===== src/hw/rtl/ucw_pkg.sv =====
// Shared types, constants and width helpers for the UTF-8 line wrapper.
// Used by every module of the block; depends on nothing.
`default_nettype none

package ucw_pkg;

    // Input word: end-of-block flag and one raw text byte
    typedef struct packed {
        logic       req_type;
        logic [7:0] text_byte;
    } t_in_word;

    // Output word: one rendered byte and end-of-run marker
    typedef struct packed {
        logic [7:0] out_byte;
        logic       last_of_run;
    } t_out_word;

    // Request kinds
    localparam logic REQ_TEXT = 1'b0;
    localparam logic REQ_END  = 1'b1;

    // Configuration register indexes
    localparam logic [1:0] CFG_LINE_WIDTH   = 2'd0;
    localparam logic [1:0] CFG_PREFIX_LEN   = 2'd1;
    localparam logic [1:0] CFG_PREFIX_BYTES = 2'd2;

    localparam int unsigned CFG_DATA_W   = 40;
    localparam int unsigned PREFIX_BYTES = 5;
    localparam int unsigned POS_W        = 5;
    localparam int unsigned CMD_DEPTH    = 4;
    localparam int unsigned CMD_PTR_W    = 2;

    localparam logic [7:0]  ASCII_NL   = 8'h0A;
    localparam logic [7:0]  ASCII_TAB  = 8'h09;
    localparam logic [7:0]  ASCII_SP   = 8'h20;
    localparam logic [10:0] COLUMN_MAX = 11'h7FF;

    // Live configuration seen by front and back
    typedef struct packed {
        logic [9:0]            line_width;
        logic [2:0]            plen_eff;
        logic [CFG_DATA_W-1:0] prefix_bytes;
    } t_cfg;

    // One output burst: optional prefix, optional wrap, held bytes, newline
    typedef struct packed {
        logic            pre_prefix;
        logic            wrap;
        logic [2:0]      nbytes;
        logic [3:0][7:0] chars;
        logic            nl;
    } t_cmd;

    // Expected length of a character from its first byte
    function automatic logic [2:0] lead_len(input logic [7:0] b);
        logic [2:0] n;
        if (b[7:5] == 3'b110) begin
            n = 3'd2;
        end else if (b[7:4] == 4'b1110) begin
            n = 3'd3;
        end else if (b[7:3] == 5'b11110) begin
            n = 3'd4;
        end else begin
            n = 3'd1;
        end
        return n;
    endfunction

    // Width 2 for the East Asian wide ranges, else 1
    function automatic logic [1:0] wide_code(input logic [20:0] cp);
        logic hit;
        hit = (cp >= 21'h04E00 && cp <= 21'h09FFF) || (cp >= 21'h03400 && cp <= 21'h04DBF) ||
              (cp >= 21'h03000 && cp <= 21'h030FF) || (cp >= 21'h0FF00 && cp <= 21'h0FF60) ||
              (cp >= 21'h0FFE0 && cp <= 21'h0FFE6) || (cp >= 21'h0AC00 && cp <= 21'h0D7AF) ||
              (cp >= 21'h20000 && cp <= 21'h2A6DF) || (cp >= 21'h02E80 && cp <= 21'h02EFF) ||
              (cp >= 21'h02F00 && cp <= 21'h02FDF) || (cp >= 21'h0FE30 && cp <= 21'h0FE4F);
        return hit ? 2'd2 : 2'd1;
    endfunction

    // Display width of a held character; bytes not yet held count as zero
    function automatic logic [1:0] held_width(input logic [3:0][7:0] h,
                                              input logic [2:0] held,
                                              input logic [2:0] expected);
        logic [5:0]  k1;
        logic [5:0]  k2;
        logic [5:0]  k3;
        logic [20:0] cp;
        logic [1:0]  w;
        k1 = (held > 3'd1) ? h[1][5:0] : 6'd0;
        k2 = (held > 3'd2) ? h[2][5:0] : 6'd0;
        k3 = (held > 3'd3) ? h[3][5:0] : 6'd0;
        cp = '0;
        w  = 2'd1;
        if (!h[0][7]) begin
            if (h[0] == ASCII_TAB || h[0] == ASCII_NL) begin
                w = 2'd1;
            end else begin
                w = (h[0] < ASCII_SP) ? 2'd0 : 2'd1;
            end
        end else begin
            case (expected)
                3'd2: begin
                    cp = {10'd0, h[0][4:0], k1};
                    w  = wide_code(cp);
                end
                3'd3: begin
                    cp = {5'd0, h[0][3:0], k1, k2};
                    w  = wide_code(cp);
                end
                3'd4: begin
                    cp = {h[0][2:0], k1, k2, k3};
                    w  = wide_code(cp);
                end
                default: begin
                    w = 2'd1;
                end
            endcase
        end
        return w;
    endfunction

    // Prefix byte by position; bytes beyond the register read as zero
    function automatic logic [7:0] prefix_at(input logic [CFG_DATA_W-1:0] p,
                                             input logic [2:0] idx);
        logic [7:0] b;
        case (idx)
            3'd0: b = p[7:0];
            3'd1: b = p[15:8];
            3'd2: b = p[23:16];
            3'd3: b = p[31:24];
            3'd4: b = p[39:32];
            default: b = 8'd0;
        endcase
        return b;
    endfunction

endpackage

`default_nettype wire


===== src/hw/rtl/ucw_front.sv =====
// Front end: accepts input words, collects characters, tracks the column
// and issues at most one burst command per word. Depends on ucw_pkg.
`default_nettype none

module ucw_front (
    input  wire logic            i_clk,
    input  wire logic            i_rst_n,
    input  wire logic            i_take,
    input  wire ucw_pkg::t_in_word i_word,
    input  wire ucw_pkg::t_cfg   i_cfg,
    output logic                 o_push,
    output ucw_pkg::t_cmd        o_cmd
);
    import ucw_pkg::*;

    logic [10:0]     r_column;
    logic [3:0][7:0] r_hold;
    logic [2:0]      r_held;
    logic [2:0]      r_expected;
    logic            r_pending;
    logic            r_started;

    logic [10:0]     n_column;
    logic [3:0][7:0] n_hold;
    logic [2:0]      n_held;
    logic [2:0]      n_expected;
    logic            n_pending;
    logic            n_started;

    logic [2:0]      held_c;
    logic [2:0]      exp_c;
    logic            pre;
    logic            place;
    logic            nl;
    logic [10:0]     col0;
    logic [10:0]     eff_col;
    logic [1:0]      w;
    logic            wrap;
    logic [11:0]     col_sum;
    logic [10:0]     col_sat;

    assign eff_col = {8'd0, i_cfg.plen_eff};

    // Classify the word and work out the burst and next state
    always_comb begin
        n_hold = r_hold;
        held_c = r_held;
        exp_c  = r_expected;
        pre    = 1'b0;
        place  = 1'b0;
        nl     = 1'b0;
        if (i_word.req_type == REQ_END) begin
            pre   = !r_started;
            place = (r_held != 3'd0);
            nl    = 1'b1;
        end else begin
            pre = !r_started || r_pending;
            if (r_held != 3'd0) begin
                n_hold[r_held[1:0]] = i_word.text_byte;
                held_c = r_held + 3'd1;
                place  = (held_c >= r_expected);
            end else if (i_word.text_byte == ASCII_NL) begin
                nl = 1'b1;
            end else begin
                n_hold[0] = i_word.text_byte;
                held_c    = 3'd1;
                exp_c     = lead_len(i_word.text_byte);
                place     = (exp_c == 3'd1);
            end
        end

        col0    = pre ? eff_col : r_column;
        w       = held_width(n_hold, held_c, exp_c);
        wrap    = place && (({1'b0, col0} + {10'd0, w}) > {2'd0, i_cfg.line_width})
                  && (col0 > eff_col);
        col_sum = {1'b0, (wrap ? eff_col : col0)} + {10'd0, w};
        col_sat = col_sum[11] ? COLUMN_MAX : col_sum[10:0];

        if (i_word.req_type == REQ_END) begin
            n_column   = 11'd0;
            n_held     = 3'd0;
            n_expected = 3'd0;
            n_pending  = 1'b0;
            n_started  = 1'b0;
        end else begin
            n_started  = 1'b1;
            n_pending  = nl;
            n_column   = nl ? 11'd0 : (place ? col_sat : col0);
            n_held     = place ? 3'd0 : held_c;
            n_expected = place ? 3'd0 : exp_c;
        end
    end

    // Issue a command only when the word produces output
    always_comb begin
        o_cmd.pre_prefix = pre;
        o_cmd.wrap       = wrap;
        o_cmd.nbytes     = place ? held_c : 3'd0;
        o_cmd.chars      = n_hold;
        o_cmd.nl         = nl;
        o_push = i_take && ((pre && i_cfg.plen_eff != 3'd0) || place || nl);
    end

    // Advance control state on each accepted word
    always_ff @(posedge i_clk) begin
        if (!i_rst_n) begin
            r_column   <= 11'd0;
            r_held     <= 3'd0;
            r_expected <= 3'd0;
            r_pending  <= 1'b0;
            r_started  <= 1'b0;
        end else if (i_take) begin
            r_column   <= n_column;
            r_held     <= n_held;
            r_expected <= n_expected;
            r_pending  <= n_pending;
            r_started  <= n_started;
        end
    end

    // Hold character bytes
    always_ff @(posedge i_clk) begin
        if (i_take) begin
            r_hold <= n_hold;
        end
    end

    a_held_below_expected: assert property (@(posedge i_clk) disable iff (!i_rst_n)
        (r_held == 3'd0) || (r_held < r_expected))
        else $error("partial character count reached its length");

    a_end_clears: assert property (@(posedge i_clk) disable iff (!i_rst_n)
        (i_take && i_word.req_type == REQ_END) |=>
        (r_held == 3'd0 && r_column == 11'd0 && !r_started && !r_pending))
        else $error("end of block left state behind");

    a_pending_at_line_start: assert property (@(posedge i_clk) disable iff (!i_rst_n)
        r_pending |-> (r_column == 11'd0 && r_held == 3'd0))
        else $error("deferred prefix away from line start");

    a_no_double_prefix: assert property (@(posedge i_clk) disable iff (!i_rst_n)
        o_push |-> !(o_cmd.pre_prefix && o_cmd.wrap))
        else $error("wrap issued right after a prefix");

endmodule

`default_nettype wire


===== src/hw/rtl/ucw_cmd_fifo.sv =====
// Short command queue between front and back ends.
// Depends on ucw_pkg for the command type and depth.
`default_nettype none

module ucw_cmd_fifo (
    input  wire logic          i_clk,
    input  wire logic          i_rst_n,
    input  wire logic          i_push,
    input  wire ucw_pkg::t_cmd i_data,
    output logic               o_full,
    input  wire logic          i_pop,
    output ucw_pkg::t_cmd      o_data,
    output logic               o_empty
);
    import ucw_pkg::*;

    t_cmd               r_mem [CMD_DEPTH];
    logic [CMD_PTR_W-1:0] r_wr;
    logic [CMD_PTR_W-1:0] r_rd;
    logic [CMD_PTR_W:0]   r_count;

    assign o_full  = (r_count == (CMD_PTR_W + 1)'(CMD_DEPTH));
    assign o_empty = (r_count == '0);
    assign o_data  = r_mem[r_rd];

    // Advance pointers and occupancy
    always_ff @(posedge i_clk) begin
        if (!i_rst_n) begin
            r_wr    <= '0;
            r_rd    <= '0;
            r_count <= '0;
        end else begin
            if (i_push) begin
                r_wr <= r_wr + 1'b1;
            end
            if (i_pop) begin
                r_rd <= r_rd + 1'b1;
            end
            if (i_push && !i_pop) begin
                r_count <= r_count + 1'b1;
            end else if (!i_push && i_pop) begin
                r_count <= r_count - 1'b1;
            end
        end
    end

    // Store commands
    always_ff @(posedge i_clk) begin
        if (i_push) begin
            r_mem[r_wr] <= i_data;
        end
    end

endmodule

`default_nettype wire


===== src/hw/rtl/ucw_back.sv =====
// Back end: expands the head command into output words, one per cycle
// while the receiver is ready, through a registered output stage. Depends on ucw_pkg.
`default_nettype none

module ucw_back (
    input  wire logic             i_clk,
    input  wire logic             i_rst_n,
    input  wire ucw_pkg::t_cmd    i_cmd,
    input  wire logic             i_empty,
    input  wire ucw_pkg::t_cfg    i_cfg,
    output logic                  o_pop,
    output logic                  o_valid,
    input  wire logic             i_ready,
    output ucw_pkg::t_out_word    o_word
);
    import ucw_pkg::*;

    logic [POS_W-1:0] r_pos;
    logic             r_valid;
    t_out_word        r_word;

    logic [POS_W-1:0] plen;
    logic [POS_W-1:0] seg_a;
    logic [POS_W-1:0] seg_b;
    logic [POS_W-1:0] seg_c;
    logic [POS_W-1:0] seg_d;
    logic [POS_W-1:0] seg_e;
    logic [POS_W-1:0] off_b;
    logic [POS_W-1:0] off_c;
    logic [7:0]       sel;
    logic             last;
    logic             load;

    // Segment bounds: prefix, wrap newline, wrap prefix, bytes, newline
    always_comb begin
        plen  = POS_W'(i_cfg.plen_eff);
        seg_a = i_cmd.pre_prefix ? plen : '0;
        seg_b = seg_a + POS_W'(i_cmd.wrap);
        seg_c = seg_b + (i_cmd.wrap ? plen : '0);
        seg_d = seg_c + POS_W'(i_cmd.nbytes);
        seg_e = seg_d + POS_W'(i_cmd.nl);
        off_b = r_pos - seg_b;
        off_c = r_pos - seg_c;
        if (r_pos < seg_a) begin
            sel = prefix_at(i_cfg.prefix_bytes, r_pos[2:0]);
        end else if (r_pos < seg_b) begin
            sel = ASCII_NL;
        end else if (r_pos < seg_c) begin
            sel = prefix_at(i_cfg.prefix_bytes, off_b[2:0]);
        end else if (r_pos < seg_d) begin
            sel = i_cmd.chars[off_c[1:0]];
        end else begin
            sel = ASCII_NL;
        end
        last  = (r_pos == seg_e - 1'b1);
        load  = !i_empty && (!r_valid || i_ready);
        o_pop = load && last;
    end

    // Load the output stage and step through the burst
    always_ff @(posedge i_clk) begin
        if (!i_rst_n) begin
            r_pos   <= '0;
            r_valid <= 1'b0;
        end else begin
            if (load) begin
                r_valid <= 1'b1;
                r_pos   <= last ? '0 : r_pos + 1'b1;
            end else if (i_ready) begin
                r_valid <= 1'b0;
            end
        end
    end

    // Hold the output word
    always_ff @(posedge i_clk) begin
        if (load) begin
            r_word.out_byte    <= sel;
            r_word.last_of_run <= last;
        end
    end

    assign o_valid = r_valid;
    assign o_word  = r_word;

endmodule

`default_nettype wire


===== src/hw/rtl/utf8_cjk_width_line_wrapper.sv =====
// Top level of the UTF-8 line wrapper: configuration registers, front end,
// command queue and back end. Depends on ucw_pkg, ucw_front, ucw_cmd_fifo, ucw_back.
//
// Usage:
//   Input channel (i_in_valid / o_in_ready / i_in_word) takes one word per
//   cycle: a text byte, or the end-of-block marker. Output channel
//   (o_out_valid / i_out_ready / o_out_word) gives the rendered bytes; the
//   last byte caused by an input word carries last_of_run.
//   A word that only starts or extends a multi-byte character produces no
//   output beyond a due line prefix. Others give one burst of up to
//   PREFIX_MAX + 5 bytes. The command of an accepted word is written into
//   the command queue and then loaded into the output register.
//   Throughput: one input word per cycle while the queue has room and one
//   output byte per cycle while the receiver is ready; the single output
//   register sets the byte rate, so bursts longer than one byte fill the
//   four-entry command queue and then hold off input.
//   When the receiver stalls, the output byte holds and the queue fills;
//   o_in_ready drops only when the queue is full.
//   Reset (synchronous, active low) clears the column, character and block
//   state and loads line_width 80 with an empty prefix.
//   Configuration writes (i_cfg_we) take effect on the next edge; the user
//   must make them only while the block is idle; the block does not enforce it.
`default_nettype none

module utf8_cjk_width_line_wrapper #(
    parameter int unsigned PREFIX_MAX = 5
) (
    input  wire logic                         i_clk,
    input  wire logic                         i_rst_n,
    input  wire logic                         i_in_valid,
    output logic                              o_in_ready,
    input  wire ucw_pkg::t_in_word            i_in_word,
    output logic                              o_out_valid,
    input  wire logic                         i_out_ready,
    output ucw_pkg::t_out_word                o_out_word,
    input  wire logic                         i_cfg_we,
    input  wire logic [1:0]                   i_cfg_index,
    input  wire logic [ucw_pkg::CFG_DATA_W-1:0] i_cfg_data
);
    import ucw_pkg::*;

    logic [9:0]            r_line_width;
    logic [2:0]            r_prefix_len;
    logic [CFG_DATA_W-1:0] r_prefix_bytes;

    t_cfg  cfg;
    t_cmd  push_cmd;
    t_cmd  head_cmd;
    logic  push;
    logic  pop;
    logic  full;
    logic  empty;
    logic  take;

    // Configuration registers
    always_ff @(posedge i_clk) begin
        if (!i_rst_n) begin
            r_line_width   <= 10'd80;
            r_prefix_len   <= 3'd0;
            r_prefix_bytes <= '0;
        end else if (i_cfg_we) begin
            case (i_cfg_index)
                CFG_LINE_WIDTH:   r_line_width   <= i_cfg_data[9:0];
                CFG_PREFIX_LEN:   r_prefix_len   <= i_cfg_data[2:0];
                CFG_PREFIX_BYTES: r_prefix_bytes <= i_cfg_data;
                default: begin
                end
            endcase
        end
    end

    // Clamp the prefix length
    always_comb begin
        cfg.line_width   = r_line_width;
        cfg.prefix_bytes = r_prefix_bytes;
        if ({1'b0, r_prefix_len} > 4'(PREFIX_MAX)) begin
            cfg.plen_eff = 3'(PREFIX_MAX);
        end else begin
            cfg.plen_eff = r_prefix_len;
        end
    end

    assign o_in_ready = !full;
    assign take       = i_in_valid && o_in_ready;

    ucw_front u_front (
        .i_clk   (i_clk),
        .i_rst_n (i_rst_n),
        .i_take  (take),
        .i_word  (i_in_word),
        .i_cfg   (cfg),
        .o_push  (push),
        .o_cmd   (push_cmd)
    );

    ucw_cmd_fifo u_fifo (
        .i_clk   (i_clk),
        .i_rst_n (i_rst_n),
        .i_push  (push),
        .i_data  (push_cmd),
        .o_full  (full),
        .i_pop   (pop),
        .o_data  (head_cmd),
        .o_empty (empty)
    );

    ucw_back u_back (
        .i_clk   (i_clk),
        .i_rst_n (i_rst_n),
        .i_cmd   (head_cmd),
        .i_empty (empty),
        .i_cfg   (cfg),
        .o_pop   (pop),
        .o_valid (o_out_valid),
        .i_ready (i_out_ready),
        .o_word  (o_out_word)
    );

endmodule

`default_nettype wire

===== config.mk =====
export PLATFORM = sky130hd
export DESIGN_NAME = utf8_cjk_width_line_wrapper
export DESIGN_NICKNAME = d
export VERILOG_FILES = /design/src/hw/rtl/ucw_pkg.sv /design/src/hw/rtl/ucw_front.sv /design/src/hw/rtl/ucw_cmd_fifo.sv /design/src/hw/rtl/ucw_back.sv /design/src/hw/rtl/utf8_cjk_width_line_wrapper.sv
export SDC_FILE = /design/constraint.sdc
export NUM_CORES = 1
export LEC_CHECK = 0
export ABC_AREA = 1
export BUFFER_PORTS_ARGS = -buffer_cell sky130_fd_sc_hd__buf_4
export CORE_MARGIN = 1
export CORE_UTILIZATION = 38
export DETAILED_ROUTE_END_ITERATION = 7
export GPL_ROUTABILITY_DRIVEN = 0
export PLACE_DENSITY = 0.59
export SYNTH_ARGS = -nofsm -noshare
export SYNTH_HDL_FRONTEND = slang
export SYNTH_SLANG_ARGS = --single-unit

===== constraint.sdc =====
create_clock -name i_clk -period 12.6 [get_ports i_clk]
set_input_delay 3.15 -clock i_clk [delete_from_list [all_inputs] [get_ports i_clk]]
set_output_delay 3.15 -clock i_clk [all_outputs]
set_load 0.02 [all_outputs]

==> summary.txt, run 1 <==
Pwr
  – Total chip power: 3.17 mW
  – Maximum vdd drop: 91.5 uV
  – Power per cell area: 184 nW/um^2
  – Leakage: 7.03 nW

Routing
  – Remaining DRCs: 0
  – Pre-Repair DR Iteration Count: 5
  – Routed length per placed instance: 17.4 microns
  – Vias per cell: 5.29
  – Post-route ant nets: 0
  – Via count: 12500
  – Starting DRC count in detailed routing: between 1000 and 1500
  – Routed WL: 41000 microns

Min path
  – Hold/Removal Path Class: reg -> reg

Setup path
  – Setup CP Type: in -> reg
  – Worst stage delay on the critical path: between 0.4 and 0.5 ns
  – Crit path max-delay family: simple AND/OR/NAND/NOR gates
  – CP endpoint: u_front.r_column[8]$_SDFFE_PN0P_
  – R2R Path End: u_front.r_column[8]$_SDFFE_PN0P_
  – Worst Setup SP: i_in_word[2]
  – Crit-path most repeated cell: nand2_1
  – Critical Path Sink Type: flop
  – Crit path buf inv count: 9
  – Required @ worst endpoint: 13.02 ns
  – Reg2Reg Depth: 43
  – Worst path slowest cell: fa_1
  – Flop-to-flop setup slack: 5.48 ns
  – Worst path arrival time: 9.54 ns
  – CP startpoint kind: input port
  – Worst-path maximum fanout: 17
  – WP depth: between 40 and 50
  – Origin of the critical flop-to-flop path: u_front.r_held[0]$_SDFFE_PN0P_

Place
  – Placed cell count: 2304
  – Port-buffer cells: 66
  – Dpl hpwl: roughly 29000 microns

Synth
  – Post-synth EDFFs: ~190
  – Post-synthesis cell type count: just over 60
  – YS warnings: 0
  – Main synth FF type: edfxtp_1
  – Seq/Total Area, Yosys: 49.2%
  – FFs w/ async S/R, synth: 0%
  – Post-synthesis sequential element count: 280
  – Count leader, synth: nand2_1
  – Mapped Cells: 1757
  – Yosys top cell by area: edfxtp_1
  – Mapped cell area: roughly 15000 sq um
  – Post-synth top area share: between 30% and 40%
  – Synth top area cells: edfxtp_1 38%, dfxtp_1 11%, nand2_1 7.8%
  – Mean post-synth cell area: 8.71 sq um
  – Synth top cells by count: 317 x nand2_1, 228 x inv_1, 193 x edfxtp_1, 154 x nor2_1, 149 x o21ai_0

Floorplan
  – Die W: 203 microns
  – Initial Utilization: 38.5%
  – Die height: roughly 200 microns
  – # rows: 73
  – Core Footprint: roughly 40000 sq um
  – I/O pins: 67
  – Die area: between 40000 and 50000 sq um

STA
  – FMAX: roughly 110 MHz
  – Final hold vios: 0
  – Slew at the pin closest to its max-slew limit: 1.03 ns
  – Endpoints failing setup: 0
  – Ratio of final minimum period to clock period: 72.3%
  – Final min period: between 9 and 10 ns
  – Layout Skew: roughly 0.011 ns
  – RSZ-0062 raised after global routing: false
  – Slew headroom: 30.3%
  – Final Slew Violations: 0
  – Total negative slack: 0 ns

Clocking
  – CTS tree: built
  – Clk root buf: clkbuf_16
  – H-tree levels: 1
  – CTS Buf Count: 29
  – # resized after CTS: 0
  – Post-CTS Hold Buffers: 0
  – CTS Buffer Depth: 3
  – Clk Latency, worst-skew pair: around 0.57 ns
  – Post-CTS Repair Setup Buffers: 0
  – Clock slew at reported path FFs: 0.06 ns
  – Clock sink count: 280

Global route
  – Vias in the first global route: about 12000
  – First-pass GRT wire length: 65100 microns
  – GRT Total Usage: around a fifth
  – Grt total ovfl: 0
  – Largest net degree at the start of global routing: 81
  – Initial antenna violation count: 0

Cells and area
  – Share of cells above drive strength 1: 11.5%
  – Final Non-Filler Cells: 2356
  – Nets: about 1900
  – Antenna diodes: 0
  – Multi-input gate area: 6640 sq um
  – Fillers: 3897
  – Area Growth Syn to Fin: 12.8%
  – Reg area: 7540 sq um

Job
  – Max Cap Violations: 0

Status
  – Outcome: finished clean
## worst min path at each step
stage / cells past startpoint / from / endpoint / slack [ns]
after floorplan: 2 / r_line_width[1]$_SDFFE_PN0P_ / r_line_width[1]$_SDFFE_PN0P_ / 0.44
final: 2 / u_front.r_column[1]$_SDFFE_PN0P_ / u_front.r_column[1]$_SDFFE_PN0P_ / 0.46
after global placement: 2 / u_front.r_column[2]$_SDFFE_PN0P_ / u_front.r_column[2]$_SDFFE_PN0P_ / 0.45
after global routing: 2 / u_front.r_column[2]$_SDFFE_PN0P_ / u_front.r_column[2]$_SDFFE_PN0P_ / 0.49
after detailed placement: 2 / u_front.r_column[1]$_SDFFE_PN0P_ / u_front.r_column[1]$_SDFFE_PN0P_ / 0.46
after CTS: 2 / u_front.r_column[1]$_SDFFE_PN0P_ / u_front.r_column[1]$_SDFFE_PN0P_ / 0.46
## layer usage
layer | routed length (microns) | track usage (%) | vias to the layer above
li1 | - | - | 6142
met1 | 18600 | 27.1 | 5862
met2 | 19100 | 32.6 | 382
met3 | 2090 | 2.34 | 81
met4 | 1160 | 6.71 | 0
met5 | 0 | 0 | -
## metrics by stage
step                      hold WS [ns]  util [%]  area [sq um]  setup WS [ns]
after detailed placement         0.455      41.1         16300           2.93
after global routing             0.489      43.5         17300           2.95
after floorplan                  0.435         -         15300           4.24
final                            0.464      43.5         17300           3.49
after global placement           0.449      41.1         16300           3.02
after CTS                        0.461      43.5         17300           3.52
## kinds of logic after synthesis
family	Yosys count	share of synthesized area [%]
adder cells (fa/ha/maj)	65	5.61
other	1	0.0245
XOR/XNOR	24	1.37
flip-flops	280	49.2
buffers and inverters	298	7.69
AO/OA/AOI/OAI	409	15.5
AND/OR/NAND/NOR	680	20.5
## layout make-up
cell class	instances	area share, %
sequential	280	43.7
inverter	237	5.17
clock buffer	38	4.70
timing repair buffer	82	3.57
multi-input combinational	1180	38.4
clock inverter	14	0.659
tap	525	3.80
## layout by cell type (no fill, tap or decap), types with 7 or more instances in the layout
master     instances
a21oi_1          136
a22oi_1           14
buf_4             82
clkbuf_16         30
dfxtp_1           86
edfxtp_1         193
ha_1              59
inv_1            227
inv_2              8
nand2_1          317
nand2_2           15
nand2_4            9
nand3_1           75
nand3_2           11
nand4_1           35
nor2_1           150
nor2_2            10
nor2_4             9
nor3_1            29
o211ai_1           7
o21ai_0          149
o221ai_1          15
o22ai_1           36
xnor2_1            7
xor2_1            17
## registers in the layout, indices dropped and copies added (netlist names), 3 cells and up, named ones only
| name | cells |
|---|---|
| u_fifo.r_mem | 152 |
| r_line_width | 10 |
| u_front.r_expected | 3 |
| u_front.r_column | 11 |
| u_back.o_word | 9 |
| r_prefix_len | 3 |
| r_prefix_bytes | 40 |
| u_front.r_hold | 32 |
| u_back.r_pos | 5 |
| u_front.r_held | 3 |
| u_fifo.r_count | 3 |
## tightest hold or removal path, stage by stage, from the launching register on
cell and delay (ns):
dfxtp_1 0.30, nand2_1 0.06, a21oi_1 0.05
## where the power goes
group          switching [mW]  internal (mW)
clock                   0.360          0.474
combinational           0.802          0.344
sequential             0.0444           1.15
total                    1.21           1.96
No activity file was read; power rests on OpenSTA's default activity.
==> inputs of run 2 (changes only) <==
clock period = 9.2 ns   (was 12.6 ns; I/O delays follow)
==> run 2 against run 1 <==
Compared with the run above: combinational power up 37%; core utilization rose by 0.15 points; register-to-register slack worse by 3.4 ns; final area rose by 0.36%; routed wire length is 0.94% higher; global-route usage about the same; sequential share of layout area shrank 0.15 points; flip-flop and latch count did not move; largest cell class unchanged; highest routed layer unchanged.
==> summary.txt, run 2 (same netlist as run 1, synthesis figures left out) <==
STA
  – RSZ-0062 raised after global routing: false
  – Total negative slack: 0 ns (unchanged)
  – Slew headroom: 30.5% (+0.19 points)
  – FMAX: 119 MHz
  – Final hold vios: 0 (unchanged)
  – Endpoints failing setup: 0 (unchanged)
  – Slew at the pin closest to its max-slew limit: 1.03 ns (-0.00278 ns)
  – Final Slew Violations: 0 (unchanged)
  – Layout Skew: 0.0176 ns (+0.00644 ns)
  – Ratio of final minimum period to clock period: 91.1%
  – Final min period: 8.38 ns

Routing
  – Vias per cell: 5.33 (+0.67%)
  – Starting DRC count in detailed routing: 1031 (-4.8%)
  – Remaining DRCs: 0 (unchanged)
  – Routed WL: 41400 microns (+0.94%)
  – Via count: 12600 (+0.88%)
  – Pre-Repair DR Iteration Count: 7 (+2)
  – Post-route ant nets: 0 (unchanged)
  – Routed length per placed instance: 17.5 microns (+0.73%)

Clocking
  – Post-CTS Hold Buffers: 0 (unchanged)
  – CTS Buffer Depth: 3 (unchanged)
  – Clk Latency, worst-skew pair: 0.57 ns (about the same)
  – Clock slew at reported path FFs: 0.06 ns (about the same)
  – Post-CTS Repair Setup Buffers: 0 (unchanged)
  – Clock sink count: 280 (unchanged)
  – CTS Buf Count: 29 (unchanged)
  – # resized after CTS: 0 (unchanged)
  – H-tree levels: 1 (unchanged)
  – Clk root buf: clkbuf_16
  – CTS tree: built

Floorplan
  – Die height: 203 microns (unchanged)
  – Core Footprint: 39700 sq um (unchanged)
  – I/O pins: 67 (unchanged)
  – Die area: 41100 sq um (unchanged)
  – Die W: 203 microns (unchanged)
  – # rows: 73 (unchanged)
  – Initial Utilization: 38.5% (unchanged)

Cells and area
  – Most frequent cells in the layout: 317 x nand2_1, 227 x inv_1, 193 x edfxtp_1
  – Max reg flops: 152 (unchanged)
  – Top Registers: u_fifo.r_mem (152), r_prefix_bytes (40), u_front.r_hold (32)
  – Most common cell after layout, fill and taps aside: nand2_1
  – Most flops, register: u_fifo.r_mem
  – Area Growth Syn to Fin: 13.2%
  – Share of cells above drive strength 1: 11.7% (+0.24 points)
  – Design area: 17300 sq um (+0.36%)
  – Antenna diodes: 0 (unchanged)
  – Final Non-Filler Cells: 2361 (+0.21%)
  – Nets: 1937 (+0.31%)

Min path
  – Hold/Removal Path Class: reg -> reg

Pwr
  – Power per cell area: 252 nW/um^2 (+37%)
  – Switching share of power: 37.9% (-0.20 points)
  – Pint: 2.71 mW (+38%)
  – Maximum vdd drop: 145 uV (+58%)
  – Logic pwr share: 36.0% (-0.2 points)
  – Net switching power: 1.65 mW (+37%)
  – Leakage: 7.07 nW (+0.54%)
  – Clock Power Share: 26.6% (+0.3 points)
  – Total chip power: 4.36 mW (+38%)
  – Reg power frac: 37.4% (about the same)

Setup path
  – Worst path slowest cell: fa_1
  – Setup CP Type: in -> reg
  – Required @ worst endpoint: 9.62 ns (-3.40 ns)
  – CP startpoint kind: input port
  – Crit-path most repeated cell: nand2_1
  – Crit path buf inv count: 9 (unchanged)
  – Crit path max-delay family: simple AND/OR/NAND/NOR gates
  – Worst-path maximum fanout: 16 (-1)
  – Critical Path Sink Type: flop
  – Worst path arrival time: 8.80 ns (-0.74 ns)
  – Worst stage delay on the critical path: 0.43 ns (about the same)

Global route
  – GRT Total Usage: 19.9% (+0.047 points)
  – Grt total ovfl: 0 (unchanged)
  – Largest net degree at the start of global routing: 81 (unchanged)
  – First-pass GRT wire length: 65100 microns (unchanged)
  – Vias in the first global route: 11900 (-0.74%)
  – Initial antenna violation count: 0 (unchanged)

Status
  – Outcome: finished clean

Place
  – Placed cell count: 2310 (+0.26%)
  – Port-buffer cells: 66 (unchanged)
  – Dpl hpwl: 28800 microns (+0.80%)
  – Placed Area: 16400 sq um (+0.28%)

Job
  – Max Cap Violations: 0 (unchanged)
[run 2: cell count changes in the layout (fill, tap and decap cells not counted)]
| cell | delta |
|---|---|
| clkbuf_16 | +1 |
| inv_6 | +1 |
| clkinvlp_4 | -1 |
| clkinv_2 | -2 |
| buf_4 | +6 |
[run 2: path summary, 6_finish.rpt]
kind / from / to / slack [ns] / depth (start not counted)
max: i_in_word[2] / u_front.r_column[8]$_SDFFE_PN0P_ / 0.82 / 50
max reg2reg: u_front.r_held[0]$_SDFFE_PN0P_ / u_front.r_column[8]$_SDFFE_PN0P_ / 2.04 / 45
min: u_front.r_column[1]$_SDFFE_PN0P_ / u_front.r_column[1]$_SDFFE_PN0P_ / 0.46 / 2
min reg2reg: u_front.r_column[1]$_SDFFE_PN0P_ / u_front.r_column[1]$_SDFFE_PN0P_ / 0.46 / 2
[run 2: per-stage QoR]
step	utilization, %	hold slack [ns]	setup WS (ns)
final	43.6	0.464	0.819
after global routing	43.6	0.490	0.266
after CTS	43.6	0.463	0.931
after detailed placement	41.2	0.454	0.367
after global placement	41.2	0.448	0.425
after floorplan	-	0.435	1.69
[run 2: final cells by class]
type | count | area (sq um)
timing repair buffer | 88 | 661
multi-input combinational | 1180 | 6640
clock buffer | 39 | 836
sequential | 280 | 7540
tap | 525 | 657
clock inverter | 12 | 105
inverter | 237 | 893
fill | 3822 | 22400
[run 2: worst register-to-register path: cells and delay by family, from the launching register on]
kind | cells | cell delay (ns)
compound gates | 5 | 1.10
xor+xnor | 1 | 0.15
fa+ha+maj | 6 | 1.83
buf+inv | 8 | 0.72
flops | 1 | 0.43
simple gates | 25 | 2.79
[run 2: power by group through the flow]
stage,Clock [mW],Combinational [mW],Sequential (mW)
5_1_grt,1.23,1.75,1.64
2_1_floorplan,0,1.02,1.67
6_report,1.16,1.57,1.63
3_3_place_gp,0,1.54,1.66
4_1_cts,1.18,1.57,1.63
3_5_place_dp,0,1.57,1.66
[run 2: layer usage]
layer | global-route usage (%) | share of wire [%] | vias up
li1 | - | - | 6152
met2 | 32.9 | 47 | 390
met4 | 6.39 | 2.6 | 0
met5 | 0 | 0 | -
met1 | 27.3 | 45 | 5970
met3 | 2.15 | 5.3 | 65
==> inputs of run 3 (changes only) <==
ABC_AREA = default   (was 1)
==> run 3 against run 2 <==
Compared with the run above: final area up 5.1%; die area fell by 0.39%; global-route usage up 0.13 points; hold slack got worse by 0.0068 ns; critical path depth down 16; maximum frequency down 5.8%; power is 3.3% lower.
==> summary.txt, run 3 <==
Cells and area
  – Most frequent cells in the layout: 198 x nand2_1, 194 x buf_4, 193 x edfxtp_1
  – Fillers: 3741 (-2.1%)
  – Share of cells above drive strength 1: 21.5% (+9.8 points)
  – Most common cell after layout, fill and taps aside: nand2_1
  – Top Registers: u_fifo.r_mem (152), r_prefix_bytes (40), u_front.r_hold (32)
  – Nets: 1686 (-13%)
  – Multi-input gate area: 7270 sq um (+9.6%)
  – Antenna diodes: 0 (unchanged)
  – Reg area: 7540 sq um (about the same)
  – Most flops, register: u_fifo.r_mem
  – Final Non-Filler Cells: 2114 (-10%)
  – Design area: 18200 sq um (+5.1%)
  – Area Growth Syn to Fin: 19.4%
  – Max reg flops: 152 (unchanged)

Setup path
  – Setup CP Type: in -> reg
  – Worst-path maximum fanout: 6 (-10)
  – Worst path arrival time: 9.40 ns (+0.60 ns)
  – Worst path slowest cell: or4b_4
  – Required @ worst endpoint: 9.70 ns (+0.08 ns)
  – CP startpoint kind: input port
  – Crit-path most repeated cell: ha_1
  – Critical Path Sink Type: flop
  – Worst stage delay on the critical path: 0.54 ns (+0.11 ns)

Synth
  – Post-synthesis cell type count: 85 (+37%)
  – Post-synth EDFFs: 193 (unchanged)
  – Mean post-synth cell area: 10.8 sq um (+24%)
  – Post-synthesis sequential element count: 280 (unchanged)
  – Synth top cells by count: 198 x nand2_1, 193 x edfxtp_1, 87 x dfxtp_1, 73 x a21oi_1, 68 x nor2_1
  – Mapped cell area: 15200 sq um (-0.39%)
  – Seq/Total Area, Yosys: 49.4% (+0.19 points)
  – FFs w/ async S/R, synth: 0% (unchanged)
  – Synth top area cells: edfxtp_1 38%, dfxtp_1 11%, mux4_2 6.8%
  – Mapped Cells: 1408 (-20%)
  – YS warnings: 0 (unchanged)
  – Yosys top cell by area: edfxtp_1
  – Post-synth top area share: 38.0% (+0.15 points)
  – Main synth FF type: edfxtp_1
  – Count leader, synth: nand2_1

Min path
  – Hold/Removal Path Class: reg -> reg

Place
  – Placed Area: 17100 sq um (+4.4%)
  – Setup WS pre-CTS: -0.390 ns (-0.757 ns)
  – Port-buffer cells: 66 (unchanged)
  – Placed cell count: 2056 (-11%)
  – Dpl hpwl: 29300 microns (+1.6%)

STA
  – Final Slew Violations: 0 (unchanged)
  – Slew headroom: 29.8% (-0.68 points)
  – Hold WS: 0.458 ns (-0.00682 ns)
  – Layout Skew: 0.0127 ns (-0.00496 ns)
  – Slew at the pin closest to its max-slew limit: 1.05 ns (+0.0211 ns)
  – FMAX: 112 MHz (-5.8%)
  – Final min period: 8.90 ns (+0.514 ns)
  – Final hold vios: 0 (unchanged)
  – Ratio of final minimum period to clock period: 96.7% (+5.6 points)
  – Worst setup margin: 0.305 ns (-0.514 ns)
  – Endpoints failing setup: 0 (unchanged)

Clocking
  – CTS Buffer Depth: 3 (unchanged)
  – Post-CTS Hold Buffers: 0 (unchanged)
  – Clk root buf: clkbuf_16
  – CTS tree: built
  – H-tree levels: 1 (unchanged)
  – Clock slew at reported path FFs: 0.06 ns (about the same)
  – Clock sink count: 280 (unchanged)
  – Clk Latency, worst-skew pair: 0.56 ns (about the same)
  – CTS Buf Count: 31 (+6.9%)

Routing
  – Starting DRC count in detailed routing: 1168 (+13%)
  – Via count: 11800 (-6.5%)
  – Pre-Repair DR Iteration Count: 7 (unchanged)
  – Routed length per placed instance: 19.6 microns (+12%)
  – Vias per cell: 5.56 (+4.4%)
  – Post-route ant nets: 0 (unchanged)
  – Remaining DRCs: 0 (unchanged)
  – Routed WL: 41400 microns (about the same)

Pwr
  – Logic pwr share: 31.7% (-4.3 points)
  – Net switching power: 1.39 mW (-16%)
  – Reg power frac: 38.9% (+1.5 points)
  – Clock Power Share: 29.4% (+2.8 points)
  – Power per cell area: 232 nW/um^2 (-8.0%)
  – Switching share of power: 32.9% (-5.0 points)
  – Maximum vdd drop: 165 uV (+14%)
  – Leakage: 6.63 nW (-6.3%)
  – Pint: 2.83 mW (+4.5%)

Job
  – Max Cap Violations: 0 (unchanged)

Global route
  – Vias in the first global route: 11500 (-3.1%)
  – Largest net degree at the start of global routing: 77 (-4.9%)
  – Grt total ovfl: 0 (unchanged)
  – GRT Total Usage: 20.1% (+0.13 points)
  – Initial antenna violation count: 0 (unchanged)
  – First-pass GRT wire length: 64600 microns (-0.83%)

Floorplan
  – Die height: 202 microns (-0.19%)
  – # rows: 73 (unchanged)
  – I/O pins: 67 (unchanged)
  – Core Footprint: 39600 sq um (-0.23%)
  – Die area: 40900 sq um (-0.39%)
  – Initial Utilization: 38.5% (-0.063 points)
  – Die W: 202 microns (-0.19%)

Status
  – Outcome: finished clean
==> run 3: changes by cell type after synthesis, sizes merged, moves of 24 or more <==
cell	before	now
mux2i	0	30
o22ai	36	11
a21boi	1	51
a21oi	138	73
o21ai	160	61
mux4	0	46
nand3	87	33
nor2	171	69
nor2b	0	32
nand2	341	198
inv	236	65
nand4	38	14
==> run 3: kinds of logic after synthesis <==
family                   Yosys count  synth area share (%)
AO/OA/AOI/OAI                    319                  14.4
buffers and inverters            137                  3.50
multiplexers                      90                  9.80
flip-flops                       280                  49.4
XOR/XNOR                          32                  1.84
other                              1                0.0246
AND/OR/NAND/NOR                  484                  15.4
adder cells (fa/ha/maj)           65                  5.63
==> run 3: final cells by class <==
cell class              instances  area share [%]
inverters                      66            1.36
repair buffers                194            8.00
clock inverters                17           0.825
flip-flops and latches        280            41.4
multi-input cells             992            40.0
clock buffers                  40            4.84
well taps                     525            3.61
==> run 3: power by group through the flow <==
stage	combinational (mW)	clock (mW)	sequential (mW)
global route	1.46	1.31	1.66
floorplan	0.872	0	1.65
CTS	1.34	1.27	1.64
global placement	1.33	0	1.66
detailed placement	1.34	0	1.66
finish	1.34	1.24	1.64
==> run 3: what timing repair did <==
action,in CTS,in global routing
buffers inserted,0,1
endpoints found under the setup margin,0,11
gates resized for setup,0,18
==> run 3: worst paths after layout <==
| kind | startpoint | endpoint | slack (ns) | depth (start not counted) |
|---|---|---|---|---|
| hold / removal | u_front.r_column[0]$_SDFFE_PN0P_ | u_front.r_column[0]$_SDFFE_PN0P_ | 0.46 | 2 |
| setup reg to reg | u_front.r_held[0]$_SDFFE_PN0P_ | u_front.r_column[6]$_SDFFE_PN0P_ | 1.11 | 35 |
| setup / recovery | i_in_word[5] | u_front.r_column[6]$_SDFFE_PN0P_ | 0.30 | 34 |
| hold reg to reg | u_front.r_column[0]$_SDFFE_PN0P_ | u_front.r_column[0]$_SDFFE_PN0P_ | 0.46 | 2 |
==> run 3: through the flow <==
stage,setup TNS [ns],power [mW],util (%)
finish,0,4.22,45.9
global route,-0.0389,4.43,45.9
CTS,0,4.25,45.7
detailed placement,-2.41,3.00,43.1
global placement,-0.150,2.99,43.1
floorplan,0,2.52,-
==> run 3: worst max-delay path: cells and delay by family <==
| family | cells | cell delay [ns] |
|---|---|---|
| AO/OA/AOI/OAI | 14 | 3.04 |
| XOR/XNOR | 1 | 0.17 |
| adder cells (fa/ha/maj) | 5 | 1.14 |
| buffers and inverters | 4 | 0.32 |
| AND/OR/NAND/NOR | 10 | 2.43 |
==> run 3: routing by layer <==
metal / track usage, % / wire length, microns / vias to the layer above
li1: - / - / 5574
met3: 2.61 / 2400 / 83
met1: 28.6 / 19100 / 5664
met2: 31.5 / 18700 / 434
met5: 0 / 0 / -
met4: 6.44 / 1160 / 0
